File: config.mk
export PLATFORM = sky130hd
export DESIGN_NAME = hysteresis_alarm_window_manager
export DESIGN_NICKNAME = d
export VERILOG_FILES = /design/src/hdl/hawm_pkg.sv /design/src/hdl/hawm_cfg_regs.sv /design/src/hdl/hawm_window.sv /design/src/hdl/hysteresis_alarm_window_manager.sv
export SDC_FILE = /design/constraint.sdc
export NUM_CORES = 1
export LEC_CHECK = 0
export ABC_AREA = 1
export BUFFER_PORTS_ARGS = -buffer_cell sky130_fd_sc_hd__buf_2
export CAP_MARGIN = 20
export CORE_MARGIN = 5
export CORE_UTILIZATION = 47
export DETAILED_ROUTE_END_ITERATION = 10
export PLACE_DENSITY = 0.69
export SYNTH_ARGS = -nofsm -noshare
export SYNTH_HDL_FRONTEND = slang
export SYNTH_HIERARCHICAL = 1
export SYNTH_SLANG_ARGS = --single-unit
File: constraint.sdc
create_clock -name i_clk -period 5.02 [get_ports i_clk]
set_input_delay 1.004 -clock i_clk [delete_from_list [all_inputs] [get_ports i_clk]]
set_output_delay 1.004 -clock i_clk [all_outputs]
set_load 0.01 [all_outputs]
File: src/hdl/hawm_pkg.sv
// Shared types, constants and helpers for the hysteresis alarm window manager.
package hawm_pkg;

    localparam int CODE_W = 16;

    localparam logic [CODE_W-1:0] CODE_MIN = 16'h0000;
    localparam logic [CODE_W-1:0] CODE_MAX = 16'hBFFF;

    localparam int ADDR_W = 4;
    localparam int DATA_W = 32;

    // Register map, word index in paddr[3:2]
    typedef enum logic [1:0] {
        REG_LOW_SET    = 2'd0,
        REG_LOW_CLEAR  = 2'd1,
        REG_HIGH_SET   = 2'd2,
        REG_HIGH_CLEAR = 2'd3
    } t_reg_idx;

    typedef struct packed {
        logic [CODE_W-1:0] low_set;
        logic [CODE_W-1:0] low_clear;
        logic [CODE_W-1:0] high_set;
        logic [CODE_W-1:0] high_clear;
    } t_thresholds;

    typedef struct packed {
        logic [CODE_W-1:0] next_low_limit;
        logic [CODE_W-1:0] next_high_limit;
        logic              run_continuous;
        logic              alarm_flag;
        logic              alarm_enabled;
    } t_result;

    // Clamp a written value to the legal code range
    function automatic logic [CODE_W-1:0] sat_code(input logic [DATA_W-1:0] v);
        logic [CODE_W-1:0] lo;
        lo = v[CODE_W-1:0];
        return (lo > CODE_MAX) ? CODE_MAX : lo;
    endfunction

endpackage

File: src/hdl/hawm_cfg_regs.sv
// APB threshold registers with saturation on write.
module hawm_cfg_regs (
    input  logic                          i_clk,
    input  logic                          i_rst_n,
    input  logic                          psel,
    input  logic                          penable,
    input  logic                          pwrite,
    input  logic [hawm_pkg::ADDR_W-1:0]   paddr,
    input  logic [hawm_pkg::DATA_W-1:0]   pwdata,
    output logic [hawm_pkg::DATA_W-1:0]   prdata,
    output logic                          pready,
    output hawm_pkg::t_thresholds         o_thr
);

    hawm_pkg::t_thresholds     r_thr;
    logic                      wr_en;
    hawm_pkg::t_reg_idx        idx;
    logic [hawm_pkg::CODE_W-1:0] wval;
    logic [hawm_pkg::CODE_W-1:0] rval;

    assign pready = 1'b1;
    assign wr_en  = psel && penable && pwrite && pready;
    assign idx    = hawm_pkg::t_reg_idx'(paddr[3:2]);
    assign wval   = hawm_pkg::sat_code(pwdata);

    always_ff @(posedge i_clk) begin
        if (!i_rst_n) begin
            r_thr.low_set    <= hawm_pkg::CODE_MIN;
            r_thr.low_clear  <= hawm_pkg::CODE_MIN;
            r_thr.high_set   <= hawm_pkg::CODE_MAX;
            r_thr.high_clear <= hawm_pkg::CODE_MAX;
        end else if (wr_en) begin
            unique case (idx)
                hawm_pkg::REG_LOW_SET:    r_thr.low_set    <= wval;
                hawm_pkg::REG_LOW_CLEAR:  r_thr.low_clear  <= wval;
                hawm_pkg::REG_HIGH_SET:   r_thr.high_set   <= wval;
                hawm_pkg::REG_HIGH_CLEAR: r_thr.high_clear <= wval;
                default: ;
            endcase
        end
    end

    always_comb begin
        unique case (idx)
            hawm_pkg::REG_LOW_SET:    rval = r_thr.low_set;
            hawm_pkg::REG_LOW_CLEAR:  rval = r_thr.low_clear;
            hawm_pkg::REG_HIGH_SET:   rval = r_thr.high_set;
            hawm_pkg::REG_HIGH_CLEAR: rval = r_thr.high_clear;
            default:                  rval = '0;
        endcase
    end

    assign prdata = {{(hawm_pkg::DATA_W-hawm_pkg::CODE_W){1'b0}}, rval};
    assign o_thr  = r_thr;

endmodule

File: src/hdl/hawm_window.sv
// Window compare: next interrupt limits, mode and next alarm flag for one sample.
module hawm_window (
    input  hawm_pkg::t_thresholds          i_thr,
    input  logic                           i_kind,
    input  logic [hawm_pkg::CODE_W-1:0]    i_code,
    input  logic                           i_alarm,
    output hawm_pkg::t_result              o_res,
    output logic                           o_alarm_next
);

    logic                        use_lo, use_hi, good, enabled;
    logic [hawm_pkg::CODE_W-1:0] ls, lc, hs, hc;
    logic [hawm_pkg::CODE_W-1:0] lo_lim, hi_lim;
    logic                        flag;

    always_comb begin
        use_lo  = (i_thr.low_set != '0) && (i_thr.low_clear != '0);
        use_hi  = (i_thr.high_set != '0) && (i_thr.high_clear != '0);
        good    = !(use_lo && (i_thr.low_clear < i_thr.low_set)) &&
                  !(use_hi && (i_thr.high_clear > i_thr.high_set));
        enabled = good && (use_lo || use_hi);

        // disabled sides collapse onto the ends of the code range
        ls = use_lo ? i_thr.low_set    : hawm_pkg::CODE_MIN;
        lc = use_lo ? i_thr.low_clear  : hawm_pkg::CODE_MIN;
        hs = use_hi ? i_thr.high_set   : hawm_pkg::CODE_MAX;
        hc = use_hi ? i_thr.high_clear : hawm_pkg::CODE_MAX;

        lo_lim = hawm_pkg::CODE_MIN;
        hi_lim = hawm_pkg::CODE_MAX;
        flag   = i_alarm;

        if (enabled) begin
            if (i_code >= lc && i_code <= hc) begin
                lo_lim = ls;
                hi_lim = hs;
            end else if (i_code <= ls) begin
                hi_lim = lc;
            end else if (i_code >= hs) begin
                lo_lim = hc;
            end else if (i_code < lc) begin
                // inside low hysteresis band
                if (i_alarm) begin
                    hi_lim = lc;
                end else begin
                    lo_lim = ls;
                    hi_lim = hs;
                end
            end else begin
                // inside high hysteresis band
                if (i_alarm) begin
                    lo_lim = hc;
                end else begin
                    lo_lim = ls;
                    hi_lim = hs;
                end
            end
            if (i_kind) begin
                flag = i_alarm ? (i_code < lc || i_code > hc)
                               : (i_code <= ls || i_code >= hs);
            end
        end

        o_res.next_low_limit  = lo_lim;
        o_res.next_high_limit = hi_lim;
        o_res.run_continuous  = !(lo_lim == hawm_pkg::CODE_MIN &&
                                  hi_lim == hawm_pkg::CODE_MAX);
        o_res.alarm_flag      = flag;
        o_res.alarm_enabled   = enabled;
        o_alarm_next          = flag;
    end

endmodule

File: src/hdl/hysteresis_alarm_window_manager.sv
// Top level: input register, window compare, result register and alarm flag.
// One sample is taken per clock while o_ready is high. A sample goes into an input register and
// its result is loaded into the result register once that register is empty or being read, which
// raises o_valid; the output transfer takes the result from there. The alarm flag is
// updated as the sample moves into the result register, so back-to-back interrupt samples each
// see the flag left by the one before. o_ready follows i_ready combinationally through the
// two-entry pipeline: the input side keeps taking samples while a result waits, until both
// stages hold an item. Thresholds are written over the APB port (byte addresses 0x0, 0x4, 0x8,
// 0xC); values above 0xBFFF are clamped on write.
module hysteresis_alarm_window_manager (
    input  logic                          i_clk,
    input  logic                          i_rst_n,
    input  logic                          i_valid,
    output logic                          o_ready,
    input  logic                          i_kind,
    input  logic [hawm_pkg::CODE_W-1:0]   i_sample_code,
    output logic                          o_valid,
    input  logic                          i_ready,
    output logic [hawm_pkg::CODE_W-1:0]   o_next_low_limit,
    output logic [hawm_pkg::CODE_W-1:0]   o_next_high_limit,
    output logic                          o_run_continuous,
    output logic                          o_alarm_flag,
    output logic                          o_alarm_enabled,
    input  logic                          psel,
    input  logic                          penable,
    input  logic                          pwrite,
    input  logic [hawm_pkg::ADDR_W-1:0]   paddr,
    input  logic [hawm_pkg::DATA_W-1:0]   pwdata,
    output logic [hawm_pkg::DATA_W-1:0]   prdata,
    output logic                          pready
);

    hawm_pkg::t_thresholds        thr;
    hawm_pkg::t_result            res;
    logic                         alarm_next;

    logic                         r_in_valid;
    logic                         r_in_kind;
    logic [hawm_pkg::CODE_W-1:0]  r_in_code;
    logic                         r_out_valid;
    hawm_pkg::t_result            r_out;
    logic                         r_alarm;

    logic                         out_load;
    logic                         in_load;

    hawm_cfg_regs u_cfg (
        .i_clk   (i_clk),
        .i_rst_n (i_rst_n),
        .psel    (psel),
        .penable (penable),
        .pwrite  (pwrite),
        .paddr   (paddr),
        .pwdata  (pwdata),
        .prdata  (prdata),
        .pready  (pready),
        .o_thr   (thr)
    );

    hawm_window u_win (
        .i_thr        (thr),
        .i_kind       (r_in_kind),
        .i_code       (r_in_code),
        .i_alarm      (r_alarm),
        .o_res        (res),
        .o_alarm_next (alarm_next)
    );

    assign out_load = !r_out_valid || i_ready;
    assign o_ready  = !r_in_valid || out_load;
    assign in_load  = i_valid && o_ready;

    always_ff @(posedge i_clk) begin
        if (!i_rst_n) begin
            r_in_valid  <= 1'b0;
            r_out_valid <= 1'b0;
            r_alarm     <= 1'b0;
        end else begin
            if (o_ready) begin
                r_in_valid <= i_valid;
            end
            if (out_load) begin
                r_out_valid <= r_in_valid;
                if (r_in_valid) begin
                    r_alarm <= alarm_next;
                end
            end
        end
    end

    // payload, no reset
    always_ff @(posedge i_clk) begin
        if (in_load) begin
            r_in_kind <= i_kind;
            r_in_code <= i_sample_code;
        end
        if (out_load && r_in_valid) begin
            r_out <= res;
        end
    end

    assign o_valid           = r_out_valid;
    assign o_next_low_limit  = r_out.next_low_limit;
    assign o_next_high_limit = r_out.next_high_limit;
    assign o_run_continuous  = r_out.run_continuous;
    assign o_alarm_flag      = r_out.alarm_flag;
    assign o_alarm_enabled   = r_out.alarm_enabled;

`ifndef ASSERT_OFF
    a_disabled_full_range: assert property (@(posedge i_clk) disable iff (!i_rst_n)
        (o_valid && !o_alarm_enabled) |->
            (o_next_low_limit == hawm_pkg::CODE_MIN &&
             o_next_high_limit == hawm_pkg::CODE_MAX && !o_run_continuous))
        else $error("disabled alarm must report full-range limits in shutdown");

    a_shutdown_limits: assert property (@(posedge i_clk) disable iff (!i_rst_n)
        (o_valid && !o_run_continuous) |->
            (o_next_low_limit == hawm_pkg::CODE_MIN &&
             o_next_high_limit == hawm_pkg::CODE_MAX))
        else $error("shutdown reported with limits not spanning full range");

    a_flag_only_on_irq: assert property (@(posedge i_clk) disable iff (!i_rst_n)
        !(out_load && r_in_valid && r_in_kind) |=> $stable(r_alarm))
        else $error("alarm flag changed without an interrupt sample");

    a_held_item_kept: assert property (@(posedge i_clk) disable iff (!i_rst_n)
        (r_in_valid && !out_load) |=> r_in_valid)
        else $error("stalled sample dropped from input register");
`endif

endmodule

==> results.yml, run 1 <==
route:
  drc: 0
  wl_um: 30520
  drt_iter0_drc: 971
  vias: 9481
  drt_pass1_iterations: 5
  ant_nets: 0
  viasPerCell: 5.244
  post_drt_wl_per_cell_um: 16.88
placed_design:
  dpl_worst_slack_ns: 0.8791
  place.gp.congestion: 0.9922
  port_buffers: 94
  place_hpwl_um: 23140
setup_path:
  crit_arrival_ns: 4.47
  startpoint_type: "register"
  crit_fanout: 21
  worstSetupPathType: "register to register"
  worst_ep_required_time_ns: 5.19
  max_stage_delay_ns: 0.57
  path_delay_family: "simple AND/OR/NAND/NOR gates"
  path_cells: "inv_1 -> nand4_1 -> nor2_1 -> nand2_2 -> nand2_2 -> nor2_1 -> ha_1 -> nand2_1 -> inv_1 -> o21ai_0 -> nand2_1 -> a21oi_1 -> nand3_2 -> buf_4 -> nor2_1 -> nand2_1 -> nand2_1 -> nand2_1 -> nand2_1 -> nand2_1 -> nor2_1 -> nand2_1 -> nor2_1 -> nand2_1"
  cpMaxStageDelayCell: "dfxtp_1"
  path_buf_inv: 3
  endpoint_kind: "register"
  crit_top_cell: "nand2_1"
yosys:
  synth_area_leader_cell: "nand2_1"
  synthCells: 1448
  synth_top_area_share_pct: 19.60
  postSynthAreaPerCell_um2: 6.520
  seq_area_frac_synth_pct: 30.74
  synth_cell_types: 32
  netlist_top_cells_area: "nand2_1, edfxtp_1, dfxtp_1"
  syn_area_mm2: 0.009442
  ys_ff_latch: 119
  yosys_warnings: 6
power_and_ir_drop:
  p_int_mw: 2.015
  p_comb_share_pct: 23.6
  swShare_pct: 33.25
  switchingPower_mw: 1.004
  peakVddDrop_mv: 0.2330
  p_per_area_mw_per_mm2: 284.0
  seq_power_share_pct: 36.9
  p_clk_share_pct: 39.5
  p_leak_nw: 5.748
clock_network:
  cts_resized: 0
  cts_setup_buffers: 0
  insertion_delay_ns: 0.43
  numCtsBuffers: 17
  cts_hold_buf: 0
  clk_path_buf_depth: 2
  cts_tree: "built"
  cts_root_buffer: "clkbuf_16"
  cts_num_sinks: 119
  clk_pin_slew_ns: 0.06
  htreeDepth: 4
floorplan:
  core_mm2: 0.01959
  dieWidth_um: 151.7
  die_y_um: 151.7
  ioPinCount: 130
  rows: 51
  dieArea_mm2: 0.02302
  initial_core_util_pct: 48.20
finish:
  nets: 1685
  area.growth.synth_to_final_pct: 12.59
  antenna_cells: 0
  final_cell_mix: "nand2_1, nor2_1, inv_1, ha_1, buf_2"
  final_common_cell: "nand2_1"
  drive_gt1_share_pct: 12.25
grt:
  grt_pass1_vias: 8405
  grt_overflow: 0
  antenna_found_initial: 0
  grt_pass1_wl_um: 46490
  grt_max_degree: 67
  grtUsageTotal_pct: 26.93
timing:
  fin_crit_ns: 4.296
  rsz0062_at_grt: "no"
  final-max-slew-violation-count: 0
  post-route-period-util_pct: 85.58
  fin_tns_setup_ns: 0
  slew_headroom_pct: 31.89
  hold_viol: 0
  post-route-worst-setup-slack_ns: 0.7240
  skew_ns: 0.01004
  fmax_mhz: 232.8
  setup_violations: 0
  worst_slew_pin_slew_ns: 1.019
hold_path:
  hold_path_class: "register to register"
run_status:
  outcome: "completed"
job:
  max_cap_viol_count: 0
==> final cells by class <==
class | count | area (um^2)
Multi-Input combinational cell | 1102 | 5503
Clock inverter | 13 | 121.4
Tap cell | 265 | 331.6
Timing Repair Buffer | 122 | 688.2
Inverter | 168 | 630.6
Sequential cell | 119 | 2903
Fill cell | 1980 | 8960
Clock buffer | 19 | 452.9
==> synthesized netlist by cell type <==
| library cell | instances |
|---|---|
| a21o_1 | 1 |
| a21oi_1 | 65 |
| a21oi_2 | 1 |
| buf_2 | 30 |
| buf_4 | 31 |
| buf_6 | 4 |
| buf_8 | 1 |
| clkbuf_1 | 8 |
| conb_1 | 2 |
| dfxtp_1 | 67 |
| edfxtp_1 | 52 |
| ha_1 | 95 |
| inv_1 | 159 |
| inv_2 | 9 |
| nand2_1 | 493 |
| nand2_2 | 12 |
| nand3_1 | 82 |
| nand3_2 | 4 |
| nand3_4 | 1 |
| nand3b_1 | 10 |
| nand4_1 | 33 |
| nor2_1 | 232 |
| nor2_2 | 3 |
| nor2_4 | 3 |
| nor2_8 | 1 |
| nor2b_1 | 1 |
| nor3_1 | 8 |
| o21a_1 | 6 |
| o21ai_0 | 23 |
| o21ai_1 | 4 |
| o21bai_1 | 6 |
| o31ai_1 | 1 |
==> worst register-to-register path: stages, from the launching register on <==
cell and delay [ns]:
dfxtp_1 0.57, inv_1 0.11, nand4_1 0.10, nor2_1 0.06, nand2_2 0.10, nand2_2 0.26, nor2_1 0.34, ha_1 0.31
nand2_1 0.06, inv_1 0.03, o21ai_0 0.15, nand2_1 0.08, a21oi_1 0.25, nand3_2 0.43, buf_4 0.36, nor2_1 0.11
nand2_1 0.06, nand2_1 0.05, nand2_1 0.04, nand2_1 0.15, nand2_1 0.08, nor2_1 0.08, nand2_1 0.07, nor2_1 0.11
nand2_1 0.06
==> power by group through the flow <==
| stage | logic, mW | clock network [mW] | registers, mW |
|---|---|---|---|
| after CTS | 0.707 | 1.21 | 1.11 |
| after detailed placement | 0.704 | 0 | 1.13 |
| final | 0.714 | 1.19 | 1.11 |
| after global routing | 0.807 | 1.26 | 1.12 |
| after global placement | 0.692 | 0 | 1.13 |
| after floorplan | 0.531 | 0 | 1.14 |
==> per-layer routing <==
layer | global-route usage (%) | routed length [um] | vias to the layer above | share of wire (%)
met4 | 11.77 | 1266 | 0 | 4.1
met1 | 36.48 | 13240 | 4289 | 43
li1 | - | - | 4720 | -
met5 | 0 | 0 | - | 0
met2 | 42.22 | 13590 | 405 | 45
met3 | 4.729 | 2417 | 67 | 7.9
==> sequential cells by signal (all words and copies together), names as in the netlist <==
| name | flops |
|---|---|
| o_alarm_enabled | 1 |
| o_next_low_limit | 16 |
| o_run_continuous | 1 |
| r_alarm | 1 |
| r_in_kind | 1 |
| o_alarm_flag | 1 |
| u_cfg/o_thr | 64 |
| r_in_code | 16 |
| o_next_high_limit | 16 |
| r_in_valid | 1 |
| o_valid | 1 |
==> metrics by stage <==
step / total power [mW] / hold slack, ns / instance area [um^2] / instances / util, %
2_1_floorplan: 1.667 / 0.4497 / 9498 / 1463 / -
3_3_place_gp: 1.825 / 0.4894 / 10040 / 1775 / 51.25
3_5_place_dp: 1.838 / 0.4949 / 10060 / 1776 / 51.33
4_1_cts: 3.026 / 0.5033 / 10630 / 1808 / 54.26
5_1_grt: 3.188 / 0.5313 / 10630 / 1808 / 54.26
6_report: 3.019 / 0.5048 / 10630 / 1808 / 54.26
==> worst paths after layout <==
check                                from  slack [ns]                           end  cells past startpoint
min reg2reg  u_cfg/o_thr[62]$_SDFFE_PN0P_        0.50  u_cfg/o_thr[62]$_SDFFE_PN0P_                      2
max reg2reg  u_cfg/o_thr[26]$_SDFFE_PN1P_        0.72    o_run_continuous$_DFFE_PP_                     24
min          u_cfg/o_thr[62]$_SDFFE_PN0P_        0.50  u_cfg/o_thr[62]$_SDFFE_PN0P_                      2
max          u_cfg/o_thr[26]$_SDFFE_PN1P_        0.72    o_run_continuous$_DFFE_PP_                     24
==> logic make-up (layout without fill, tap and decap cells) <==
family | Yosys count | in the layout | synth area share (%)
AND/OR/NAND/NOR | 883 | 883 | 38.82
AO/OA/AOI/OAI | 107 | 107 | 6.083
other | 2 | 17 | 0.07954
flip-flops | 119 | 119 | 30.74
adder cells (fa/ha/maj) | 95 | 95 | 12.59
buffers and inverters | 242 | 322 | 11.69
Note: power is estimated with default switching activity, not from simulation.
==> inputs of run 2 (changes only) <==
--- a/config.mk
+++ b/config.mk
@@ -5,14 +5,12 @@
 export SDC_FILE = /design/constraint.sdc
 export NUM_CORES = 1
 export LEC_CHECK = 0
-export ABC_AREA = 1
 export BUFFER_PORTS_ARGS = -buffer_cell sky130_fd_sc_hd__buf_2
 export CAP_MARGIN = 20
 export CORE_MARGIN = 5
 export CORE_UTILIZATION = 47
 export DETAILED_ROUTE_END_ITERATION = 10
-export PLACE_DENSITY = 0.69
+export PLACE_DENSITY = 0.7
 export SYNTH_ARGS = -nofsm -noshare
 export SYNTH_HDL_FRONTEND = slang
-export SYNTH_HIERARCHICAL = 1
 export SYNTH_SLANG_ARGS = --single-unit
==> results.yml, run 2 <==
hold_path:
  hold_path_class: "register to register"
  min_path_cells: 1
  min_to: "o_valid$_SDFFE_PN0P_"
  min_from: "r_in_valid$_SDFFE_PN0N_"
yosys:
  synth_mux_area_share_pct: 5.697
  synth_edf_count: 52
  synth_commonest_cells: "nand2_1, ha_1, dfxtp_1"
  netlist_top_cells_area: "edfxtp_1, dfxtp_1, ha_1"
  postSynthAreaPerCell_um2: 9.401
  yosys_warnings: 0
  synth_top_family_by_area: "compound AO/OA/AOI/OAI gates"
  async_flop_share_pct: 0
  synth-simple-area-share_pct: 16.58
  synth_top_area_share_pct: 19.75
  syn_area_mm2: 0.007906
  ys_ff_latch: 119
  synth_cell_types: 70
  synthFlopType: "dfxtp_1"
  synth_most_common_cell: "nand2_1"
  synthCells: 841
  synthXorXnorAreaFrac_pct: 0
  synthAdderAreaFrac_pct: 15.03
  synth-compound-area-share_pct: 19.69
  seq_area_frac_synth_pct: 36.71
  synth_area_leader_cell: "edfxtp_1"
timing:
  setup_violations: 0
  slew_headroom_pct: 26.85
  fin_tns_setup_ns: 0
  hold_viol: 0
  post-route-period-util_pct: 95.46
  final-max-slew-violation-count: 0
  fin_crit_ns: 4.792
  skew_ns: 0.01270
  rsz0062_at_grt: "no"
  worst_slew_pin_slew_ns: 1.092
  fmax_mhz: 208.7
power_and_ir_drop:
  p_total_mw: 2.726
  switchingPower_uw: 792.8
  swShare_pct: 29.08
  seq_power_share_pct: 39.8
  p_int_mw: 1.933
  p_clk_share_pct: 42.0
  p_per_area_mw_per_mm2: 286.4
  p_leak_nw: 4.456
  p_comb_share_pct: 18.2
  peakVddDrop_mv: 0.2311
floorplan:
  die_y_um: 139.7
  initial_core_util_pct: 47.85
  ioPinCount: 130
  dieArea_mm2: 0.01952
  rows: 47
  core_mm2: 0.01652
  dieWidth_um: 139.7
placed_design:
  place.gp.congestion: 0.9470
  placed_cells: 1177
  place_hpwl_um: 19190
  port_buffers: 94
  postPlaceCellArea_mm2: 0.008919
finish:
  antenna_cells: 0
  num-fill-cells: 1479
  instances_no_fill: 1211
  drive_gt1_share_pct: 23.51
  nets: 1133
  final_common_cell: "nand2_1"
  design_area_mm2: 0.009519
  final_cell_mix: "nand2_1, ha_1, buf_2, dfxtp_1, buf_4"
  largest_register_ffs: 64
  post-route-util_pct: 57.61
  area.growth.synth_to_final_pct: 20.40
clock_network:
  htreeDepth: 4
  numCtsBuffers: 17
  cts_num_sinks: 119
  cts_setup_buffers: 0
  clk_pin_slew_ns: 0.06
  cts_root_buffer: "clkbuf_16"
  cts_hold_buf: 0
  clk_path_buf_depth: 2
  insertion_delay_ns: 0.43
  cts_tree: "built"
  cts_resized: 0
setup_path:
  startpoint_type: "register"
  path_delay_family: "compound AO/OA/AOI/OAI gates"
  timing.rr.end: "o_run_continuous$_DFFE_PP_"
  r2r_cells: 17
  path_depth: 17
  cpMaxStageDelayCell: "nor4_1"
  crit_path_start: "u_cfg.o_thr[19]$_SDFFE_PN1P_"
  max_stage_delay_ns: 0.44
  r2r-start: "u_cfg.o_thr[19]$_SDFFE_PN1P_"
  crit_arrival_ns: 4.96
  crit_fanout: 12
  endpoint_kind: "register"
  reg2reg_slack_ns: 0.23
  path_buf_inv: 2
  worstSetupPathType: "register to register"
  worst_ep_required_time_ns: 5.18
  path_cells: "nor4_1 -> nand4_1 -> o21ai_4 -> buf_4 -> nor2_1 -> ha_1 -> nand4_1 -> nor4_1 -> a21boi_1 -> o31a_1 -> a31oi_4 -> a21oi_1 -> a2bb2oi_1 -> nand4b_1 -> o41ai_2 -> buf_4 -> nand3_1"
grt:
  antenna_found_initial: 0
  grt_pass1_wl_um: 38290
  grt_max_degree: 52
  grt_overflow: 0
  grtUsageTotal_pct: 25.18
  grt_pass1_vias: 6730
route:
  viasPerCell: 6.039
  drt_iter0_drc: 962
  drc: 0
  ant_nets: 0
  wl_um: 25100
  post_drt_wl_per_cell_um: 20.73
  drt_pass1_iterations: 5
  vias: 7313
run_status:
  outcome: "completed"
job:
  max_cap_viol_count: 0
-- run 2: cell types whose count changed after synthesis, sizes merged, moves of 17 or more --
cell	before	now
o211a	0	28
clkbuf	8	30
nor2	239	63
buf	66	30
nand2	505	120
nand3	87	15
inv	168	41
nor4	0	17
o211ai	0	35
-- run 2: power by group through the flow --
stage               sequential [mW]  combinational (mW)  clock, mW
finish                         1.09               0.496       1.15
global route                   1.09               0.538       1.21
CTS                            1.08               0.482       1.15
detailed placement             1.10               0.479          0
global placement               1.10               0.469          0
floorplan                      1.11               0.319          0
-- run 2: cell type report --
type                            count  area (um^2)  area share, %
Tap cell                          220        275.3          2.892
Sequential cell                   119         2903          30.49
Timing Repair Buffer              162         1001          10.52
Multi-Input combinational cell    636         4629          48.63
Clock buffer                       20        446.7          4.692
Clock inverter                     12        101.3          1.065
Inverter                           42        162.7          1.709
-- run 2: cell families after synthesis --
| kind of cell | after synthesis |
|---|---|
| buffers and inverters | 102 |
| DFF | 119 |
| adders and majority gates | 95 |
| AOI/OAI and AO/OA | 216 |
| muxes | 25 |
| and+or+nand+nor | 282 |
| other | 2 |
-- run 2: layer usage --
layer	global-route usage [%]	vias to the layer above	wire, um
li1	-	3396	-
met3	5.866	72	2203
met2	39.15	412	11520
met5	0	-	0
met1	33.81	3433	10350
met4	10.45	0	1021
-- run 2: worst max-delay path by stage --
stage,to
after floorplan,o_run_continuous$_DFFE_PP_
after global placement,o_run_continuous$_DFFE_PP_
after detailed placement,o_run_continuous$_DFFE_PP_
after CTS,o_run_continuous$_DFFE_PP_
after global routing,o_run_continuous$_DFFE_PP_
final,o_run_continuous$_DFFE_PP_
-- run 2: stage by stage --
step                      worst slack [ns]  hold slack [ns]
after CTS                          0.06819           0.5497
after floorplan                     0.7111           0.4768
after global placement              0.1248           0.5182
after detailed placement           0.08676           0.5364
final                               0.2279           0.5478
after global routing               0.08874           0.5861
